`config.mk`:
```
export PLATFORM = sky130hd
export DESIGN_NAME = pixel_unshuffle_address_generator_core
export DESIGN_NICKNAME = d
export VERILOG_FILES = /design/src/sv/puag_pkg.sv /design/src/sv/puag_fifo.sv /design/src/sv/puag_front.sv /design/src/sv/puag_back.sv /design/src/sv/pixel_unshuffle_address_generator_core.sv
export VERILOG_INCLUDE_DIRS = /design/src /design/src/sv
export SDC_FILE = /design/constraint.sdc
export NUM_CORES = 2
export LEC_CHECK = 0
export ABC_AREA = 1
export BUFFER_PORTS_ARGS = -buffer_cell sky130_fd_sc_hd__buf_2
export CORE_ASPECT_RATIO = 0.75
export CORE_UTILIZATION = 45
export DETAILED_ROUTE_END_ITERATION = 6
export PLACE_DENSITY_LB_ADDON = 0.05
export SKIP_CTS_REPAIR_TIMING = 1
export SYNTH_ARGS = -nofsm -noshare
export SYNTH_HDL_FRONTEND = slang
export SYNTH_SLANG_ARGS = --single-unit
```
`constraint.sdc`:
```
create_clock -name clk -period 7.83 [get_ports clk]
set_input_delay 0 -clock clk [delete_from_list [all_inputs] [get_ports clk]]
set_output_delay 0 -clock clk [all_outputs]
set_load 0.02 [all_outputs]
```
`src/sv/pixel_unshuffle_address_generator_core_defines.svh`:
```
// ----------------------------------------------------------------------------
// Assertion macros for the pixel unshuffle address generator
// Clocked on clk; the reset-qualified form is disabled while rst_n is low.
// ----------------------------------------------------------------------------
`ifndef PIXEL_UNSHUFFLE_ADDRESS_GENERATOR_CORE_DEFINES_SVH
`define PIXEL_UNSHUFFLE_ADDRESS_GENERATOR_CORE_DEFINES_SVH

`ifndef ASSERT_OFF
// check a property at every clock edge outside reset
`define ASSERT_RST(label, prop, msg) \
    label: assert property (@(posedge clk) disable iff (!rst_n) (prop)) else $error(msg);
// check a property at every clock edge, reset included
`define ASSERT_ALWAYS(label, prop, msg) \
    label: assert property (@(posedge clk) (prop)) else $error(msg);
`else
`define ASSERT_RST(label, prop, msg)
`define ASSERT_ALWAYS(label, prop, msg)
`endif

`endif

```
`src/sv/puag_pkg.sv`:
```
// ----------------------------------------------------------------------------
// puag_pkg
// Shared types and constants of the pixel unshuffle address generator.
// ----------------------------------------------------------------------------
`timescale 1ns / 1ps

package puag_pkg;

    // port and field widths
    localparam int ELEM_W      = 32;
    localparam int PIXEL_W     = 32;
    localparam int DCHAN_W     = 16;
    localparam int CFG_IDX_W   = 3;
    localparam int CFG_DATA_W  = 16;

    // counter and size widths
    localparam int IMG_W       = 16;
    localparam int CHAN_CNT_W  = 10;
    localparam int NCHAN_W     = 11;
    localparam int DIM_CNT_W   = 12;
    localparam int DIM_W       = 13;
    localparam int AREA_W      = 26;

    // room for the largest supported factor in transported fields
    localparam int PHASE_MAX_W  = 4;
    localparam int FACTOR_MAX_W = 5;

    // size limits
    localparam logic [NCHAN_W-1:0] MAX_CHANNELS = 11'd1024;
    localparam logic [DIM_W-1:0]   MAX_DIM      = 13'd4096;

    // depth of each word queue
    localparam int QUEUE_DEPTH = 2;

    // register indexes
    localparam logic [CFG_IDX_W-1:0] REG_BATCHES    = 3'd0;
    localparam logic [CFG_IDX_W-1:0] REG_CHANNELS   = 3'd1;
    localparam logic [CFG_IDX_W-1:0] REG_FACTOR     = 3'd2;
    localparam logic [CFG_IDX_W-1:0] REG_OUT_HEIGHT = 3'd3;
    localparam logic [CFG_IDX_W-1:0] REG_OUT_WIDTH  = 3'd4;
    localparam logic [CFG_IDX_W-1:0] REG_ORDER_SEL  = 3'd5;

    // channel order codes
    localparam logic ORDER_CHANNEL_MAJOR = 1'b0;
    localparam logic ORDER_SPATIAL_MAJOR = 1'b1;

    typedef struct packed {
        logic [IMG_W-1:0]   batches;
        logic [NCHAN_W-1:0] channels;
        logic [3:0]         factor;
        logic [DIM_W-1:0]   out_height;
        logic [DIM_W-1:0]   out_width;
        logic               order_sel;
    } cfg_t;

    // classified word: channel = (x * r + y) * m + z
    typedef struct packed {
        logic [ELEM_W-1:0]       element;
        logic [PIXEL_W-1:0]      pixel;
        logic [CHAN_CNT_W-1:0]   x;
        logic [PHASE_MAX_W-1:0]  y;
        logic [FACTOR_MAX_W-1:0] r;
        logic [NCHAN_W-1:0]      m;
        logic [CHAN_CNT_W-1:0]   z;
        logic                    last;
    } mid_item_t;

    typedef struct packed {
        logic [ELEM_W-1:0]     element;
        logic [PIXEL_W-1:0]    pixel;
        logic [DCHAN_W-1:0]    p1;
        logic [NCHAN_W-1:0]    m;
        logic [CHAN_CNT_W-1:0] z;
        logic                  last;
    } stage_t;

    typedef struct packed {
        logic [ELEM_W-1:0]  element;
        logic [PIXEL_W-1:0] pixel;
        logic [DCHAN_W-1:0] channel;
        logic               last;
    } out_item_t;

endpackage

```
`src/sv/puag_fifo.sv`:
```
// ----------------------------------------------------------------------------
// puag_fifo
// Small flip-flop word queue with full and empty flags.
// ----------------------------------------------------------------------------
`timescale 1ns / 1ps
`include "pixel_unshuffle_address_generator_core_defines.svh"

module puag_fifo #(
    parameter int WIDTH = 8,
    parameter int DEPTH = 2
) (
    input  logic             clk,
    input  logic             rst_n,
    input  logic             push,
    input  logic [WIDTH-1:0] wdata,
    output logic             full,
    input  logic             pop,
    output logic [WIDTH-1:0] rdata,
    output logic             empty
);

    localparam int PTR_W = (DEPTH > 1) ? $clog2(DEPTH) : 1;
    localparam int CNT_W = $clog2(DEPTH + 1);
    localparam logic [PTR_W-1:0] LAST_PTR = PTR_W'(DEPTH - 1);
    localparam logic [CNT_W-1:0] FULL_CNT = CNT_W'(DEPTH);

    logic [WIDTH-1:0] mem_reg [DEPTH];
    logic [PTR_W-1:0] wr_ptr_reg, wr_ptr_next;
    logic [PTR_W-1:0] rd_ptr_reg, rd_ptr_next;
    logic [CNT_W-1:0] count_reg, count_next;
    logic             do_push, do_pop;

    assign full    = (count_reg == FULL_CNT);
    assign empty   = (count_reg == '0);
    assign do_push = push && !full;
    assign do_pop  = pop && !empty;
    assign rdata   = mem_reg[rd_ptr_reg];

    // advance pointers and count
    always_comb
    begin
        wr_ptr_next = wr_ptr_reg;
        rd_ptr_next = rd_ptr_reg;
        count_next  = count_reg;
        if (do_push)
        begin
            wr_ptr_next = (wr_ptr_reg == LAST_PTR) ? '0 : wr_ptr_reg + PTR_W'(1);
        end
        if (do_pop)
        begin
            rd_ptr_next = (rd_ptr_reg == LAST_PTR) ? '0 : rd_ptr_reg + PTR_W'(1);
        end
        if (do_push && !do_pop)
        begin
            count_next = count_reg + CNT_W'(1);
        end
        else if (do_pop && !do_push)
        begin
            count_next = count_reg - CNT_W'(1);
        end
    end

    always_ff @(posedge clk or negedge rst_n)
    begin
        if (!rst_n)
        begin
            wr_ptr_reg <= '0;
            rd_ptr_reg <= '0;
            count_reg  <= '0;
        end
        else
        begin
            wr_ptr_reg <= wr_ptr_next;
            rd_ptr_reg <= rd_ptr_next;
            count_reg  <= count_next;
        end
    end

    // store the pushed word
    always_ff @(posedge clk)
    begin
        if (do_push)
        begin
            mem_reg[wr_ptr_reg] <= wdata;
        end
    end

    `ASSERT_RST(a_count_bound, count_reg <= FULL_CNT, "queue count beyond depth")
    `ASSERT_RST(a_push_grows, do_push && !do_pop |=> count_reg == $past(count_reg) + CNT_W'(1), "push without pop did not grow the queue")
    `ASSERT_RST(a_pop_shrinks, do_pop && !do_push |=> count_reg == $past(count_reg) - CNT_W'(1), "pop without push did not shrink the queue")

endmodule

```
`src/sv/puag_front.sv`:
```
// ----------------------------------------------------------------------------
// puag_front
// Accepts elements, walks the n, c, ho, dy, wo, dx counters and classifies
// each element into a pixel index and channel operands.
// ----------------------------------------------------------------------------
`timescale 1ns / 1ps
`include "pixel_unshuffle_address_generator_core_defines.svh"

module puag_front #(
    parameter int MAX_FACTOR = 8,
    parameter int ELEM_WIDTH = 32
) (
    input  logic                        clk,
    input  logic                        rst_n,
    input  puag_pkg::cfg_t              cfg,
    input  logic                        push,
    input  logic [puag_pkg::ELEM_W-1:0] element,
    output logic                        full,
    input  logic                        mid_full,
    output logic                        mid_push,
    output puag_pkg::mid_item_t         mid_item
);

    import puag_pkg::*;

    localparam int PW = $clog2(MAX_FACTOR);
    localparam int RW = $clog2(MAX_FACTOR + 1);
    localparam logic [ELEM_W-1:0] ELEM_MASK = ELEM_W'((64'd1 << ELEM_WIDTH) - 64'd1);

    logic [IMG_W-1:0]      img_reg, img_next;
    logic [CHAN_CNT_W-1:0] chan_reg, chan_next;
    logic [DIM_CNT_W-1:0]  orow_reg, orow_next;
    logic [PW-1:0]         rph_reg, rph_next;
    logic [DIM_CNT_W-1:0]  ocol_reg, ocol_next;
    logic [PW-1:0]         cph_reg, cph_next;
    logic [PIXEL_W-1:0]    base_reg, base_next;

    logic [IMG_W-1:0]   nb;
    logic [NCHAN_W-1:0] nc;
    logic [RW-1:0]      r;
    logic [DIM_W-1:0]   ho_n, wo_n;
    logic [AREA_W-1:0]  area;
    logic [PIXEL_W-1:0] chan_step;
    logic               accept;
    logic               col_wrap, ocol_wrap, rph_wrap, orow_wrap, chan_wrap, img_wrap;
    logic               last;

    assign full     = mid_full;
    assign accept   = push && !mid_full;
    assign mid_push = accept;

    // clamp sizes: zero acts as one, oversized acts as the limit
    always_comb
    begin
        nb = (cfg.batches == '0) ? IMG_W'(1) : cfg.batches;

        if (cfg.channels == '0)
            nc = NCHAN_W'(1);
        else if (cfg.channels > MAX_CHANNELS)
            nc = MAX_CHANNELS;
        else
            nc = cfg.channels;

        if (cfg.factor == '0)
            r = RW'(1);
        else if (32'(cfg.factor) > MAX_FACTOR)
            r = RW'(MAX_FACTOR);
        else
            r = RW'(cfg.factor);

        if (cfg.out_height == '0)
            ho_n = DIM_W'(1);
        else if (cfg.out_height > MAX_DIM)
            ho_n = MAX_DIM;
        else
            ho_n = cfg.out_height;

        if (cfg.out_width == '0)
            wo_n = DIM_W'(1);
        else if (cfg.out_width > MAX_DIM)
            wo_n = MAX_DIM;
        else
            wo_n = cfg.out_width;
    end

    // step back to the first output row for the next channel: +Wo - Ho*Wo
    assign area      = AREA_W'(ho_n) * AREA_W'(wo_n);
    assign chan_step = PIXEL_W'(wo_n) - PIXEL_W'(area);

    // wrap tests, greater-or-equal so a shrunk limit wraps at once
    assign col_wrap  = (RW'(cph_reg) + RW'(1)) >= r;
    assign ocol_wrap = (DIM_W'(ocol_reg) + DIM_W'(1)) >= wo_n;
    assign rph_wrap  = (RW'(rph_reg) + RW'(1)) >= r;
    assign orow_wrap = (DIM_W'(orow_reg) + DIM_W'(1)) >= ho_n;
    assign chan_wrap = (NCHAN_W'(chan_reg) + NCHAN_W'(1)) >= nc;
    assign img_wrap  = ({1'b0, img_reg} + 17'd1) >= {1'b0, nb};
    assign last      = col_wrap && ocol_wrap && rph_wrap && orow_wrap && chan_wrap
                       && img_wrap;

    // advance the counter chain, innermost first
    always_comb
    begin
        img_next  = img_reg;
        chan_next = chan_reg;
        orow_next = orow_reg;
        rph_next  = rph_reg;
        ocol_next = ocol_reg;
        cph_next  = cph_reg;
        base_next = base_reg;
        if (accept)
        begin
            if (!col_wrap)
            begin
                cph_next = cph_reg + PW'(1);
            end
            else
            begin
                cph_next = '0;
                if (!ocol_wrap)
                begin
                    ocol_next = ocol_reg + DIM_CNT_W'(1);
                end
                else
                begin
                    ocol_next = '0;
                    if (!rph_wrap)
                    begin
                        rph_next = rph_reg + PW'(1);
                    end
                    else
                    begin
                        rph_next = '0;
                        if (!orow_wrap)
                        begin
                            orow_next = orow_reg + DIM_CNT_W'(1);
                            base_next = base_reg + PIXEL_W'(wo_n);
                        end
                        else
                        begin
                            orow_next = '0;
                            if (!chan_wrap)
                            begin
                                chan_next = chan_reg + CHAN_CNT_W'(1);
                                base_next = base_reg + chan_step;
                            end
                            else
                            begin
                                chan_next = '0;
                                if (!img_wrap)
                                begin
                                    img_next  = img_reg + IMG_W'(1);
                                    base_next = base_reg + PIXEL_W'(wo_n);
                                end
                                else
                                begin
                                    img_next  = '0;
                                    base_next = '0;
                                end
                            end
                        end
                    end
                end
            end
        end
    end

    always_ff @(posedge clk or negedge rst_n)
    begin
        if (!rst_n)
        begin
            img_reg  <= '0;
            chan_reg <= '0;
            orow_reg <= '0;
            rph_reg  <= '0;
            ocol_reg <= '0;
            cph_reg  <= '0;
            base_reg <= '0;
        end
        else
        begin
            img_reg  <= img_next;
            chan_reg <= chan_next;
            orow_reg <= orow_next;
            rph_reg  <= rph_next;
            ocol_reg <= ocol_next;
            cph_reg  <= cph_next;
            base_reg <= base_next;
        end
    end

    // classify: pick channel operands for the selected order
    always_comb
    begin
        mid_item.element = element & ELEM_MASK;
        mid_item.pixel   = base_reg + PIXEL_W'(ocol_reg);
        mid_item.r       = FACTOR_MAX_W'(r);
        mid_item.last    = last;
        if (cfg.order_sel == ORDER_SPATIAL_MAJOR)
        begin
            // (dy * r + dx) * C + c
            mid_item.x = CHAN_CNT_W'(rph_reg);
            mid_item.y = PHASE_MAX_W'(cph_reg);
            mid_item.m = nc;
            mid_item.z = chan_reg;
        end
        else
        begin
            // (c * r + dy) * r + dx
            mid_item.x = chan_reg;
            mid_item.y = PHASE_MAX_W'(rph_reg);
            mid_item.m = NCHAN_W'(r);
            mid_item.z = CHAN_CNT_W'(cph_reg);
        end
    end

    `ASSERT_RST(a_end_clears, accept && last |=> (cph_reg == '0) && (img_reg == '0) && (base_reg == '0), "counters not cleared after tensor end")
    `ASSERT_RST(a_col_step, accept && !col_wrap |=> cph_reg == $past(cph_reg) + PW'(1), "column phase did not advance")
    `ASSERT_RST(a_hold_idle, !accept |=> $stable(cph_reg) && $stable(base_reg) && $stable(img_reg), "counters moved without an accepted word")

endmodule

```
`src/sv/puag_back.sv`:
```
// ----------------------------------------------------------------------------
// puag_back
// Two-step channel arithmetic on classified words: p1 = x * r + y, then
// channel = p1 * m + z, both modulo 2^16.
// ----------------------------------------------------------------------------
`timescale 1ns / 1ps

module puag_back (
    input  logic                clk,
    input  logic                rst_n,
    input  logic                mid_empty,
    input  puag_pkg::mid_item_t mid_item,
    output logic                mid_pop,
    input  logic                out_full,
    output logic                out_push,
    output puag_pkg::out_item_t out_item
);

    import puag_pkg::*;

    stage_t stage_reg, stage_next;
    logic   stage_valid_reg, stage_valid_next;
    logic   stage_load;

    // load the stage when it is free or draining this cycle
    assign stage_load = !stage_valid_reg || !out_full;
    assign mid_pop    = stage_load && !mid_empty;
    assign out_push   = stage_valid_reg && !out_full;

    // first product and add
    always_comb
    begin
        stage_next.element = mid_item.element;
        stage_next.pixel   = mid_item.pixel;
        stage_next.p1      = (DCHAN_W'(mid_item.x) * DCHAN_W'(mid_item.r))
                             + DCHAN_W'(mid_item.y);
        stage_next.m       = mid_item.m;
        stage_next.z       = mid_item.z;
        stage_next.last    = mid_item.last;
        stage_valid_next   = stage_load ? !mid_empty : stage_valid_reg;
    end

    always_ff @(posedge clk or negedge rst_n)
    begin
        if (!rst_n)
        begin
            stage_valid_reg <= 1'b0;
        end
        else
        begin
            stage_valid_reg <= stage_valid_next;
        end
    end

    // hold the stage payload while stalled
    always_ff @(posedge clk)
    begin
        if (mid_pop)
        begin
            stage_reg <= stage_next;
        end
    end

    // second product and add
    always_comb
    begin
        out_item.element = stage_reg.element;
        out_item.pixel   = stage_reg.pixel;
        out_item.channel = (stage_reg.p1 * DCHAN_W'(stage_reg.m)) + DCHAN_W'(stage_reg.z);
        out_item.last    = stage_reg.last;
    end

endmodule

```
`src/sv/pixel_unshuffle_address_generator_core.sv`:
```
// ----------------------------------------------------------------------------
// pixel_unshuffle_address_generator_core
// Space-to-depth scatter address generator for NCHW element streams.
// ----------------------------------------------------------------------------
// Usage:
//   Write batches, channels, factor, out_height, out_width and the order
//   select through cfg_write/cfg_index/cfg_data while the block is idle. Then
//   push tensor elements in raster order (n, c, h, w); an element is taken
//   when push is high and full is low. Each element comes back on the result
//   side with its destination pixel, destination channel and a tensor_end
//   flag on the last element; pop takes the word shown while empty is low.
//   An accepted element passes the classified-word queue, the arithmetic stage
//   and the result queue; one element per cycle is sustained while the receiver
//   keeps up, set by the front counter chain, which advances once per accepted word.
//   Reset clears all coordinate counters, empties both word queues and loads
//   the register defaults (N=1, C=3, r=2, Ho=1, Wo=1, channel-major).
//   When the receiver stalls the output queue, the arithmetic stage and the
//   classified-word queue fill in turn (five words) before full rises; no
//   word is lost or repeated.
// ----------------------------------------------------------------------------
`timescale 1ns / 1ps

module pixel_unshuffle_address_generator_core #(
    parameter int ELEM_WIDTH = 32,
    parameter int MAX_FACTOR = 8
) (
    input  logic                            clk,
    input  logic                            rst_n,
    input  logic                            cfg_write,
    input  logic [puag_pkg::CFG_IDX_W-1:0]  cfg_index,
    input  logic [puag_pkg::CFG_DATA_W-1:0] cfg_data,
    input  logic                            push,
    output logic                            full,
    input  logic [puag_pkg::ELEM_W-1:0]     element,
    output logic                            empty,
    input  logic                            pop,
    output logic [puag_pkg::ELEM_W-1:0]     out_element,
    output logic [puag_pkg::PIXEL_W-1:0]    dest_pixel,
    output logic [puag_pkg::DCHAN_W-1:0]    dest_channel,
    output logic                            tensor_end
);

    import puag_pkg::*;

    cfg_t      cfg_reg, cfg_next;
    mid_item_t front_item, back_item;
    out_item_t stage_item, head_item;
    logic      mid_push, mid_full, mid_pop, mid_empty;
    logic      out_push, out_full;

    // register writes
    always_comb
    begin
        cfg_next = cfg_reg;
        if (cfg_write)
        begin
            unique case (cfg_index)
                REG_BATCHES:    cfg_next.batches    = cfg_data;
                REG_CHANNELS:   cfg_next.channels   = cfg_data[NCHAN_W-1:0];
                REG_FACTOR:     cfg_next.factor     = cfg_data[3:0];
                REG_OUT_HEIGHT: cfg_next.out_height = cfg_data[DIM_W-1:0];
                REG_OUT_WIDTH:  cfg_next.out_width  = cfg_data[DIM_W-1:0];
                REG_ORDER_SEL:  cfg_next.order_sel  = cfg_data[0];
                default:        cfg_next = cfg_reg;
            endcase
        end
    end

    always_ff @(posedge clk or negedge rst_n)
    begin
        if (!rst_n)
        begin
            cfg_reg.batches    <= IMG_W'(1);
            cfg_reg.channels   <= NCHAN_W'(3);
            cfg_reg.factor     <= 4'd2;
            cfg_reg.out_height <= DIM_W'(1);
            cfg_reg.out_width  <= DIM_W'(1);
            cfg_reg.order_sel  <= ORDER_CHANNEL_MAJOR;
        end
        else
        begin
            cfg_reg <= cfg_next;
        end
    end

    // front: counters and classification
    puag_front #(
        .MAX_FACTOR (MAX_FACTOR),
        .ELEM_WIDTH (ELEM_WIDTH)
    ) u_front (
        .clk      (clk),
        .rst_n    (rst_n),
        .cfg      (cfg_reg),
        .push     (push),
        .element  (element),
        .full     (full),
        .mid_full (mid_full),
        .mid_push (mid_push),
        .mid_item (front_item)
    );

    // queue between front and back
    puag_fifo #(
        .WIDTH ($bits(mid_item_t)),
        .DEPTH (QUEUE_DEPTH)
    ) u_mid_queue (
        .clk   (clk),
        .rst_n (rst_n),
        .push  (mid_push),
        .wdata (front_item),
        .full  (mid_full),
        .pop   (mid_pop),
        .rdata (back_item),
        .empty (mid_empty)
    );

    // back: channel arithmetic
    puag_back u_back (
        .clk       (clk),
        .rst_n     (rst_n),
        .mid_empty (mid_empty),
        .mid_item  (back_item),
        .mid_pop   (mid_pop),
        .out_full  (out_full),
        .out_push  (out_push),
        .out_item  (stage_item)
    );

    // result queue toward the receiver
    puag_fifo #(
        .WIDTH ($bits(out_item_t)),
        .DEPTH (QUEUE_DEPTH)
    ) u_out_queue (
        .clk   (clk),
        .rst_n (rst_n),
        .push  (out_push),
        .wdata (stage_item),
        .full  (out_full),
        .pop   (pop),
        .rdata (head_item),
        .empty (empty)
    );

    assign out_element  = head_item.element;
    assign dest_pixel   = head_item.pixel;
    assign dest_channel = head_item.channel;
    assign tensor_end   = head_item.last;

endmodule
```
==> qor.txt <==
Status: finished, violations left
Failing checks: hold timing
Mux cell area share after synthesis: 0.316%
RR Startpoint: cfg_reg[1]
Post-synthesis average cell area: 9.26 µm²
Storage element area: 18000 µm²
Endpoints failing setup: 0
Worst endpoint required time: 8.38 ns
Post-route ant nets: 0
CP Capture Type: flip-flop
Max stage delay on crit path: 0.60 ns
Final hold slack: -0.0175 ns
Num CTS Buffers: 68
Crit-path max FO: 6
Post-synth EDFFs: 469
GRT Residual Overflow: 0
DRT iter0 DRCs: 2037
WHS Endpoint: cfg_reg[29]
Leading cell types by count after synthesis: nand2_1, inv_1, edfxtp_1
CP Launch Type: flip-flop
Multi-input gate area: 21000 µm²
DP Wirelength: 77500 µm
Post-Synth Simple-Gate Area: 18.1%
Maximum root-to-sink buffer count: 3
RSZ-0062 raised after global routing: true
Cell depth of the worst flop-to-flop path: 37
Max reg flops: 206
Worst R2R End: u_front.base_reg[21]
N_diodes: 0
TritonCTS clock tree: built
Arrival @ worst endpoint: 8.10 ns
Flops & latches, synth: 624
Hold Crit Start: cfg_write
Least-Margin Pin Slew: 1.06 ns
First-pass GRT wire length: 164000 µm
Adder-Cell Fraction of Synth Area: 20.5%
Row count: 95
Initial antenna violation count: 1
Crit path time final: 7.55 ns
Ys Warns: 0
Type of the worst setup path: reg -> reg
Tcrit/Tclk final: 96.5%
Syn Inst Count: 4442
Die Area: 92600 µm²
Number of global-route vias before repair: 29300
Ys async rst share: 24.8%
Global Route Usage Sum: 22.6%
Largest net degree at the start of global routing: 82
Later-pin clock latency in the skew report: 0.64 ns
Layout cells sized above 1: 16.0%
Slowest CP cell: fa_1
NumNets Final: 5466
Io pins: 139
Reg2Reg Setup Slack: 0.28 ns
Root Buffer: clkbuf_16
Yosys cell types: 58
Synth Area in XOR/XNOR: 3.58%
Hold Path Depth: 5
Synth Area in Compound Gates: 6.23%
Worst Clk Skew: 0.0618 ns
F_max: 132 MHz
Largest area contributor in the netlist: edfxtp_1
Cell repeated most along the worst path: fa_1
Vias/cell: 4.90
Register area share after synthesis: 43.7%
Main combinational cell family by area after synthesis: adder cells
Via count: 30100
Post-DR wirelength/cell: 16.9 µm
Initial Util: 45.6%
Worst-path clk slew: 0.06 ns
Final TNS setup: 0 ns
Share of the synthesized area in the top cell type: 34.2%
Main flop type after synthesis: edfxtp_1
Core box area: 90100 µm²
Worst slew margin: 27.6%
Max Cap Viol: 0
# fillers: 8344
Hold crit path type: in -> reg
Die Wd: 351 µm
Most common cell in the synthesized netlist: nand2_1
TritonRoute pass-1 iters: 5
Pins Over Slew Limit: 0
Remaining DRCs: 0
CTS Sinks: 624
Die Y: 264 µm
Gp weighted congestion: 0.940
Netlist Area Pre-Place: 41100 µm²
Port buffer count: 138
Area Growth Syn to Fin: 19.1%
Syn nets: 5030
Fin. Hold Viols: 2
Htree depth: 3
Synth area leaders: edfxtp_1, fa_1, nand2_1, dfrtp_1, ha_1
Total wire length: 104000 µm
## cells in the final DEF, fill, tap and decap left out, types with 28 or more instances in the layout
cell type      netlist  layout
clkbuf_16            0      68
buf_4                1     250
nand4_1             32      32
dfrtp_1            149     147
inv_1              700     679
nor2_1             329     284
a21oi_1            170     146
buf_2               11     137
ha_1               295     269
xor2_1             123     117
nand2_1           1250    1216
edfxtp_1           469     469
o21ai_0            155     139
fa_1               237     230
nand3_1            136     132
nand2_2             16      42
nor2_2               5      36
xnor2_1             45      44
dlygate4sd3_1        0      56
inv_2               13      28
## cells by family after synthesis
logic type / after synthesis
adder cells (fa/ha/maj): 532
flip-flops: 624
AO/OA/AOI/OAI: 442
AND/OR/NAND/NOR: 1842
XOR/XNOR: 168
multiplexers: 13
buffers and inverters: 821
## per-layer routing
metal | vias to the layer above | track usage (%) | part of all wire (%)
li1 | 15100 | - | -
met1 | 14300 | 35.4 | 51
met2 | 604 | 33.3 | 42
met3 | 82 | 3.25 | 5.0
met4 | 0 | 4.28 | 1.4
met5 | - | 0 | 0
## area by class of cell
| cell class | count | share of cell area (%) |
|---|---|---|
| multi-input combinational | 2997 | 42.9 |
| sequential | 624 | 36.7 |
| timing repair buffer | 466 | 6.99 |
| inverter | 721 | 5.59 |
| clock buffer | 85 | 3.69 |
| tap | 1212 | 3.10 |
| clock inverter | 40 | 0.974 |
## worst max path at each step
| stage | startpoint | endpoint | cells after the start |
|---|---|---|---|
| 4_1_cts | cfg_reg[10] | u_front.base_reg[21] | 38 |
| 3_5_place_dp | cfg_reg[10] | u_front.base_reg[21] | 38 |
| 2_1_floorplan | cfg_reg[1] | u_front.base_reg[29] | 40 |
| 5_1_grt | cfg_reg[9] | u_front.base_reg[31] | 44 |
| 6_report | cfg_reg[1] | u_front.base_reg[21] | 37 |
| 3_3_place_gp | cfg_reg[10] | u_front.base_reg[21] | 38 |
## per-stage QoR
stage | worst slack (ns) | cell area, µm² | util (%) | cells | hold WS [ns]
floorplan | 0.419 | 41100 | - | 4442 | -0.296
global placement | -0.301 | 44800 | 49.7 | 5925 | -0.0455
detailed placement | -0.294 | 44800 | 49.7 | 5925 | -0.0440
CTS | -0.331 | 47000 | 52.2 | 6050 | -0.722
global route | -0.103 | 49000 | 54.3 | 6145 | 0.0436
finish | 0.277 | 49000 | 54.3 | 6145 | -0.0175
## worst max-delay path, delay by kind of cell, from the launching register on
family                   cells  cell delay, ns
XOR/XNOR                     2            0.35
buffers and inverters        9            1.15
flip-flops                   1            0.53
AO/OA/AOI/OAI                6            0.76
AND/OR/NAND/NOR             12            1.36
adder cells (fa/ha/maj)      8            3.30
Power is not shown: default switching activity piles up to over one toggle a cycle in this logic, so the estimate is an artifact.
